$ cat src/design/alu16_pkg.sv
package alu16_pkg;

    localparam int WIDTH = 16;
    // quotient bits resolved per pipeline stage
    localparam int DIV_BITS_PER_STAGE = 4;
    // divide stages after the first compute stage
    localparam int DIV_LATE_STAGES = WIDTH / DIV_BITS_PER_STAGE - 1;

    typedef enum logic [3:0] {
        CMD_ADD = 4'd0,
        CMD_SUB = 4'd1,
        CMD_MUL = 4'd2,
        CMD_DIV = 4'd3,
        CMD_AND = 4'd4,
        CMD_OR  = 4'd5,
        CMD_XOR = 4'd6,
        CMD_NOT = 4'd7,
        CMD_SHL = 4'd8,
        CMD_SHR = 4'd9,
        CMD_CMP = 4'd10
    } t_cmd;

    // One item in flight. rq holds the result in its low half; for multiply
    // it is the full product, for divide the remainder/quotient shift pair.
    typedef struct packed {
        logic               valid;
        logic [3:0]         cmd;
        logic [WIDTH-1:0]   b;
        logic [2*WIDTH-1:0] rq;
        logic               c;
        logic               v;
    } t_stage;

    // Restoring division, four quotient bits per call. Divisor zero yields all ones.
    function automatic logic [2*WIDTH-1:0] div_step(input logic [2*WIDTH-1:0] rq,
                                                     input logic [WIDTH-1:0]   dvs);
        logic [2*WIDTH:0] acc;
        acc = {1'b0, rq};
        for (int i = 0; i < DIV_BITS_PER_STAGE; i++) begin
            acc = {acc[2*WIDTH-1:0], 1'b0};
            if (acc[2*WIDTH:WIDTH] >= {1'b0, dvs}) begin
                acc[2*WIDTH:WIDTH] = acc[2*WIDTH:WIDTH] - {1'b0, dvs};
                acc[0] = 1'b1;
            end
        end
        return acc[2*WIDTH-1:0];
    endfunction

endpackage

$ cat src/design/alu16_div.sv
module alu16_div import alu16_pkg::*; (
    input  logic   i_clk,
    input  logic   i_rst_n,
    input  t_stage i_stage,
    output t_stage o_stage
);

    t_stage r_st [DIV_LATE_STAGES];
    t_stage n_st [DIV_LATE_STAGES];

    always_comb begin
        for (int k = 0; k < DIV_LATE_STAGES; k++) begin
            n_st[k] = (k == 0) ? i_stage : r_st[(k == 0) ? 0 : k - 1];
            if (n_st[k].cmd == CMD_DIV) begin
                n_st[k].rq = div_step(n_st[k].rq, n_st[k].b);
            end
        end
    end

    // every stage clears on reset
    always_ff @(posedge i_clk) begin
        for (int k = 0; k < DIV_LATE_STAGES; k++) begin
            if (!i_rst_n) begin
                r_st[k] <= '0;
            end else begin
                r_st[k] <= n_st[k];
            end
        end
    end

    assign o_stage = r_st[DIV_LATE_STAGES-1];

endmodule

$ cat src/design/alu_16bit_with_flags.sv
// 16-bit ALU with Z/N/C/V flags. One item is accepted every clock (o_busy is
// always low) and its result leaves the output register with o_valid
// high for one cycle; results come out in order. There is no ready input:
// the receiver cannot stall and must take each result in the cycle it is
// shown. Six register stages: an input register, a compute stage (add/sub,
// 16x16 multiply, logic, shifts and the first four quotient bits), three
// further divide stages of four quotient bits each, and an output register
// that forms the flags. The divider's sixteen dependent steps set the depth.
// Unused commands give a zero result with all flags clear and
// o_result_written low.
module alu_16bit_with_flags import alu16_pkg::*; (
    input  logic        i_clk,
    input  logic        i_rst_n,
    input  logic        i_start,
    output logic        o_busy,
    input  logic [3:0]  i_command,
    input  logic [15:0] i_operand_a,
    input  logic [15:0] i_operand_b,
    output logic        o_valid,
    output logic [15:0] o_result_value,
    output logic        o_result_written,
    output logic        o_zero_flag,
    output logic        o_negative_flag,
    output logic        o_carry_flag,
    output logic        o_overflow_flag
);

    // fully pipelined and no back-pressure from the receiver
    assign o_busy = 1'b0;

    // ---------------- stage 0: input register ----------------
    logic             r_s0_valid;
    logic [3:0]       r_s0_cmd;
    logic [WIDTH-1:0] r_s0_a;
    logic [WIDTH-1:0] r_s0_b;

    always_ff @(posedge i_clk) begin
        if (!i_rst_n) begin
            r_s0_valid <= 1'b0;
        end else begin
            r_s0_valid <= i_start && !o_busy;
        end
        r_s0_cmd <= i_command;
        r_s0_a   <= i_operand_a;
        r_s0_b   <= i_operand_b;
    end

    // ---------------- stage 1: compute ----------------
    logic [WIDTH:0]     sum;
    logic [WIDTH:0]     diff;
    logic [2*WIDTH-1:0] prod;
    logic [2*WIDTH-1:0] shl_ext;
    logic [2*WIDTH-1:0] shr_ext;
    logic               shift_ok;
    t_stage             n_s1;
    t_stage             r_s1;

    always_comb begin
        sum      = {1'b0, r_s0_a} + {1'b0, r_s0_b};
        diff     = {1'b0, r_s0_a} - {1'b0, r_s0_b};   // bit WIDTH is the borrow
        prod     = r_s0_a * r_s0_b;
        // count of 0..WIDTH; bit WIDTH / WIDTH-1 of the extension is the bit
        // shifted out last
        shl_ext  = {{WIDTH{1'b0}}, r_s0_a} << r_s0_b[4:0];
        shr_ext  = {r_s0_a, {WIDTH{1'b0}}} >> r_s0_b[4:0];
        shift_ok = (r_s0_b <= WIDTH[WIDTH-1:0]);

        n_s1       = '0;
        n_s1.valid = r_s0_valid;
        n_s1.cmd   = r_s0_cmd;
        n_s1.b     = r_s0_b;

        case (r_s0_cmd) inside
            CMD_ADD: begin
                n_s1.rq[WIDTH-1:0] = sum[WIDTH-1:0];
                n_s1.c = sum[WIDTH];
                n_s1.v = (r_s0_a[WIDTH-1] ^ sum[WIDTH-1]) & (r_s0_b[WIDTH-1] ^ sum[WIDTH-1]);
            end
            CMD_SUB, CMD_CMP: begin
                n_s1.rq[WIDTH-1:0] = diff[WIDTH-1:0];
                n_s1.c = diff[WIDTH];
                n_s1.v = (r_s0_a[WIDTH-1] ^ r_s0_b[WIDTH-1])
                       & (r_s0_a[WIDTH-1] ^ diff[WIDTH-1]);
            end
            CMD_MUL: begin
                // carry from the high half is formed at the output stage
                n_s1.rq = prod;
            end
            CMD_DIV: begin
                n_s1.rq = div_step({{WIDTH{1'b0}}, r_s0_a}, r_s0_b);
                n_s1.c  = (r_s0_b == '0);
            end
            CMD_AND: n_s1.rq[WIDTH-1:0] = r_s0_a & r_s0_b;
            CMD_OR:  n_s1.rq[WIDTH-1:0] = r_s0_a | r_s0_b;
            CMD_XOR: n_s1.rq[WIDTH-1:0] = r_s0_a ^ r_s0_b;
            CMD_NOT: n_s1.rq[WIDTH-1:0] = ~r_s0_a;
            CMD_SHL: begin
                if (shift_ok) begin
                    n_s1.rq[WIDTH-1:0] = shl_ext[WIDTH-1:0];
                    n_s1.c = shl_ext[WIDTH];
                end
            end
            CMD_SHR: begin
                if (shift_ok) begin
                    n_s1.rq[WIDTH-1:0] = shr_ext[2*WIDTH-1:WIDTH];
                    n_s1.c = shr_ext[WIDTH-1];
                end
            end
            default: ;  // unused codes: zero result, flags clear
        endcase
    end

    always_ff @(posedge i_clk) begin
        if (!i_rst_n) begin
            r_s1 <= '0;
        end else begin
            r_s1 <= n_s1;
        end
    end

    // ---------------- stages 2..4: remaining quotient bits ----------------
    t_stage w_s4;

    alu16_div u_div (
        .i_clk   (i_clk),
        .i_rst_n (i_rst_n),
        .i_stage (r_s1),
        .o_stage (w_s4)
    );

    // ---------------- stage 5: flags and output register ----------------
    logic [WIDTH-1:0] res;
    logic             known;
    logic             carry;

    always_comb begin
        res   = w_s4.rq[WIDTH-1:0];
        known = (w_s4.cmd <= CMD_CMP);
        carry = (w_s4.cmd == CMD_MUL) ? |w_s4.rq[2*WIDTH-1:WIDTH] : w_s4.c;
    end

    always_ff @(posedge i_clk) begin
        if (!i_rst_n) begin
            o_valid <= 1'b0;
        end else begin
            o_valid <= w_s4.valid;
        end
        o_result_value   <= res;
        o_result_written <= known && (w_s4.cmd != CMD_CMP);
        o_zero_flag      <= known && (res == '0);
        o_negative_flag  <= res[WIDTH-1];
        o_carry_flag     <= carry;
        o_overflow_flag  <= w_s4.v;
    end

endmodule

$ cat config.mk
export PLATFORM = sky130hd
export DESIGN_NAME = alu_16bit_with_flags
export DESIGN_NICKNAME = d
export VERILOG_FILES = /design/src/design/alu16_pkg.sv /design/src/design/alu16_div.sv /design/src/design/alu_16bit_with_flags.sv
export SDC_FILE = /design/constraint.sdc
export NUM_CORES = 2
export LEC_CHECK = 0
export ABC_AREA = 0
export BUFFER_PORTS_ARGS = -buffer_cell sky130_fd_sc_hd__buf_4
export CAP_MARGIN = 15
export CORE_MARGIN = 2
export CORE_UTILIZATION = 61
export DETAILED_ROUTE_END_ITERATION = 10
export HOLD_SLACK_MARGIN = 0.02
export MAX_ROUTING_LAYER = met4
export PLACE_DENSITY = 0.78
export SLEW_MARGIN = 20
export SYNTH_ARGS = -nofsm -noshare
export SYNTH_HDL_FRONTEND = slang
export SYNTH_HIERARCHICAL = 1
export SYNTH_SLANG_ARGS = --single-unit
$ cat constraint.sdc
create_clock -name i_clk -period 12.7 [get_ports i_clk]
set_input_delay 0.635 -clock i_clk [delete_from_list [all_inputs] [get_ports i_clk]]
set_output_delay 0.635 -clock i_clk [all_outputs]
set_load 0.05 [all_outputs]
# After elaboration in Yosys (flattened, before gate mapping)

Memory sizes are Yosys's and may differ from the RTL's.
Cells that the tools add are included.

Word-level logic and storage cells: 183
Input bits: 39
RAM bits: 165
Flip-flop bits (word level): 114
Bits in latches: 0
Memories: 1
Bits in read-only memories: 0

Memories:

| memory     | depth | bits a word | rd ports | clocked after memory_dff | wr ports | line           | text |
|---|---|---|---|---|---|---|---|
| u_div.r_st | 3     | 55          | 3        | 0                        | 3        | alu16_div.sv:8 | `t_stage r_st [DIV_LATE_STAGES];` |

$mul: 1
Bitwise operators: 14
Reduce and logical (&&, ||, !) cells: 8
Multiplexer cells: 88
Order comparisons: 18
Div/mod/pow operators: 0
Equal/unequal tests: 15
Shifts and indexed selects: 2
$add $sub $neg: 18

Operator list:

| operator                                             | count |
|---|---|
| 2-to-1 mux 16 bit                                    | 49 |
| >= comparator 17 x 16 -> 1 bit                       | 15 |
| subtractor 16 bit                                    | 15 |
| 2-to-1 mux 55 bit                                    | 3 |
| 2-to-1 mux 32 bit                                    | 3 |
| 2-to-1 mux 17 bit                                    | 2 |
| logical NOT 16 bit                                   | 2 |
| multiplier 16 x 16 -> 32 bit                         | 1 |
| right shift 32 x 5 -> 32 bit                         | 1 |
| 2-to-1 mux 1 bit                                     | 31 |
| equality test 4 x 2 -> 1 bit, second input constant  | 6 |
| adder 16 x 16 -> 17 bit                              | 1 |
| << shifter 16 x 5 -> 17 bit                          | 1 |
| subtractor 16 x 16 -> 17 bit                         | 1 |
| bitwise AND 16 bit                                   | 1 |
| equality test 4 x 3 -> 1 bit, second input constant  | 4 |
| >= comparator 1 x 16 -> 1 bit                        | 1 |
| <= comparator 16 x 5 -> 1 bit, second input constant | 1 |
| inverter 16 bit                                      | 1 |
| OR 16 bit                                            | 1 |
| OR reduction 16 bit                                  | 1 |
| subtractor 1 x 16 -> 16 bit                          | 1 |
| XOR 16 bit                                           | 1 |
| equality test 4 bit, second input constant           | 3 |
| other kinds (11)                                     | 18 |

# Longest topological paths before layout

Depth in word-level cells: 24
Depth in mapped cells: 50
Mapped depth without buffers: 45

# Modules after synthesis

Netlist, hierarchy kept.

Modules (own cells, without submodules):

| module               | instances | area each (µm²) | cells each | seq. area each (µm²) |
|---|---|---|---|---|
| alu_16bit_with_flags | 1         | 18,342.6        | 2,253      | 2,262.2 |
| alu16_div            | 1         | 16,109.2        | 2,065      | 3,303.2 |

# Worst setup path after synthesis

OpenSTA, ideal clock, no wires.

Path kind: register to register
From: mem u_div/r_st[1][35] (netlist name)
To: mem u_div/r_st[2][23] (netlist name)
Data arrival time: 10,098 ps
Required time: 12,584 ps
Setup time: 116 ps
Slack: 2,486 ps
Clock period less this slack: 10,214 ps
Cell stages (with the launch flop): 48
Path buffers: 6
Cell sequence: dfxtp_1 > inv_1 > ha_1 > nor2b_1 > o31a_1 > o21ai_1 > a21oi_1 > a211oi_2 > clkbuf_1 > buf_1 > nor2_1 > a21oi_1 > inv_1 > ha_1 > a21o_1 > a221o_1 > a221oi_2 > o31a_1 > [12 not listed] > o41ai_1 > nand4_1 > nand2_1 > nor2_1 > buf_2 > o21ai_0 > ha_1 > a21o_1 > a211oi_1 > a21oi_1 > a221o_1 > o311ai_0 > a21oi_1 > nor2_1 > a21boi_1 > clkbuf_1 > o41ai_1 > a31o_2

RTL lines:

| element         | line |
|---|---|
| start, declared | alu16_div.sv:8 |

==> summary by stage <==
Routing
The average wire per cell in the routed design is 22.08 um. The via density per instance is 6.411. The number of vias after detailed routing is 32300.

The DRC violation total after the first TritonRoute iteration is 3470. The number of iterations in the first detailed-routing pass is 8. The final wirelength is 111200 um. In the routed design, unresolved DRC markers number 0. The remaining antenna violation count is 0.

CTS
The number of clock sinks seen by CTS is 262. The cell at the root of the clock tree is clkbuf_16. The clock transition at the registers of the reported paths is 0.07 ns.

Buffers added to address setup during post-CTS repair amount to 0. The clock tree from TritonCTS is done. In this run the number of H-tree levels came out at 1. The post-cts repair resize count is 0. TritonCTS created 30 clock buffers. The clock passes through at most 3 buffers.

Hold repair after CTS inserted 0 buffers. The worst-skew pair later-pin latency is 0.61 ns.

Worst hold path
In this run the worst hold path is classified as in -> reg.

Global route
The number of global-route vias before repair is 30460. The overall fraction of global-route tracks in use is 39.50%. Entering global routing, the biggest net connects 56 pins. The first global-routing pass estimated 172600 um of wire. Global routing finished with a remaining overflow of 0. The number of antenna violations at the first check in global routing is 3.

Synthesis
The combined area of all synthesized cells is 34070 sq um. The gate count after technology mapping is 4285. During synthesis, Yosys emitted a total of 6 warnings. The mean instance size in the synthesized netlist is 7.950 sq um. The net count of the mapped netlist is 4934.

Layout
At the end of the flow the core is filled with cells to 65.64%. Fill cells in the final layout number 4828. The net count of the finished layout is 4913. Summing all multi-input logic gate instances after layout gives 26420 sq um. In the final layout, flip-flops and latches occupy 5249 sq um. In the final layout, the share of cells above drive strength 1 is 7.978%. The growth of design area from synthesis to finish is 6.365%.

STA
The maximum clock frequency is 0.08738 GHz. The setup total negative slack is 0 ns. Headroom to the max-slew limit came out at 21.58%. For the pin with the worst max-slew slack, the measured transition is 1.168 ns. The minimum period implied by the final worst setup slack is 11.44 ns. Setup repair after global routing left no endpoint under its margin. Setup violations remaining at the end of the flow were counted as 0.

The number of endpoints with negative hold slack in the final report is 0. The clock arrives with 0.01672 ns of skew. The worst path uses 90.11% of the clock period. The max-slew violation total from the final report is 0.

Die
In this run the vertical extent of the chip is 240.3 um. The overall die area is 57750 sq um. The I/O pin total is 62. After floorplanning, the core was divided into 86 placement rows. For this configuration, the core starts out at a cell density of 61.71%. Measured along the x axis, the die boundary spans 240.3 um. The area of the core is 55200 sq um.

Worst setup path
The critical path is of the reg -> reg type. Along the worst path, the maximum fanout reaches 27. STA puts the critical path data required time at 13.20 ns.

The largest individual stage delay along the critical path comes from the cell a21boi_4. STA classifies the critical path startpoint as a register. The delay of the slowest cell on the worst path is 0.66 ns. At the worst endpoint, the arrival time is 11.94 ns.

STA classifies the critical path endpoint as a register.

Outcome
The flow ran to the end, and the final reports show no timing, DRC or antenna violations.

Place
Input and output buffers added on the ports amount to 60. The last weighted congestion value of the routability-driven placer is 1.037. The placed wire-length estimate is 84630 um.

Run
The number of maximum-capacitance constraint violations is 0.
cells in the final DEF, fill, tap and decap left out, drive strengths merged, types with 73 or more instances in the layout:
cell / count
nor2: 398
dfxtp: 262
nand3: 80
xnor2: 131
ha: 399
fa: 211
nand2: 443
inv: 438
a21oi: 323
o21ai: 204
nor3: 85
buf: 131
a21o: 87
xor2: 73
worst max-delay path: cells and delay by family, from the launching register on:
| family | cells | cell delay [ns] |
|---|---|---|
| adder cells (fa/ha/maj) | 4 | 1.34 |
| buffers and inverters | 5 | 0.69 |
| AND/OR/NAND/NOR | 13 | 2.97 |
| multiplexers | 2 | 0.73 |
| flip-flops | 1 | 0.41 |
| AO/OA/AOI/OAI | 18 | 5.19 |
layout make-up:
cell class | instances | share of cell area [%]
repair buffers | 131 | 2.725
clock buffers | 36 | 2.189
well taps | 748 | 2.583
multi-input cells | 3401 | 72.92
inverters | 438 | 4.537
clock inverters | 19 | 0.5421
diodes | 3 | 0.02072
flip-flops and latches | 262 | 14.49
final timing paths:
check,startpoint,endpoint,slack (ns),cells past startpoint
worst max register to register,r_s1[35]$_SDFF_PN0_,u_div/r_st[0][33]$_SDFF_PN0_,1.26,42
worst max-delay path,r_s1[35]$_SDFF_PN0_,u_div/r_st[0][33]$_SDFF_PN0_,1.26,42
worst min register to register,u_div/r_st[2][0]$_SDFF_PN0_,o_overflow_flag$_DFF_P_,0.33,0
worst min-delay path,i_operand_b[6],r_s0_b[6]$_DFF_P_,0.12,1
through the flow:
| stage | instance area [sq um] | hold slack (ns) | setup WS [ns] | cells |
|---|---|---|---|---|
| after floorplan | 34070 | 0.3096 | 2.497 | 4285 |
| after global placement | 35230 | 0.3116 | 1.560 | 4979 |
| after detailed placement | 35230 | 0.3121 | 1.334 | 4979 |
| after CTS | 36210 | 0.1007 | 1.341 | 5034 |
| after global routing | 36230 | 0.1095 | 0.3339 | 5038 |
| final | 36230 | 0.1209 | 1.255 | 5038 |
registers in the layout (all words and copies together), names as in the netlist:
register / cells
r_s0_valid: 1
o_valid: 1
r_s0_a: 16
r_s0_b: 16
o_negative_flag: 1
o_result_value: 15
u_div/r_st: 149
o_overflow_flag: 1
r_s1: 55
o_zero_flag: 1
o_result_written: 1
o_carry_flag: 1
r_s0_cmd: 4
metal layers:
layer  wire length, um  up-vias  track usage, %
met4              4601        0           14.57
li1                  -    14980               -
met5                 0        -               -
met3             12430      296           8.278
met2             47590     1742           58.45
met1             46620    15290           53.12
Power is left out: the tool's default activity adds up to more than one toggle a clock period on the data nets, which glitch-free logic cannot reach.
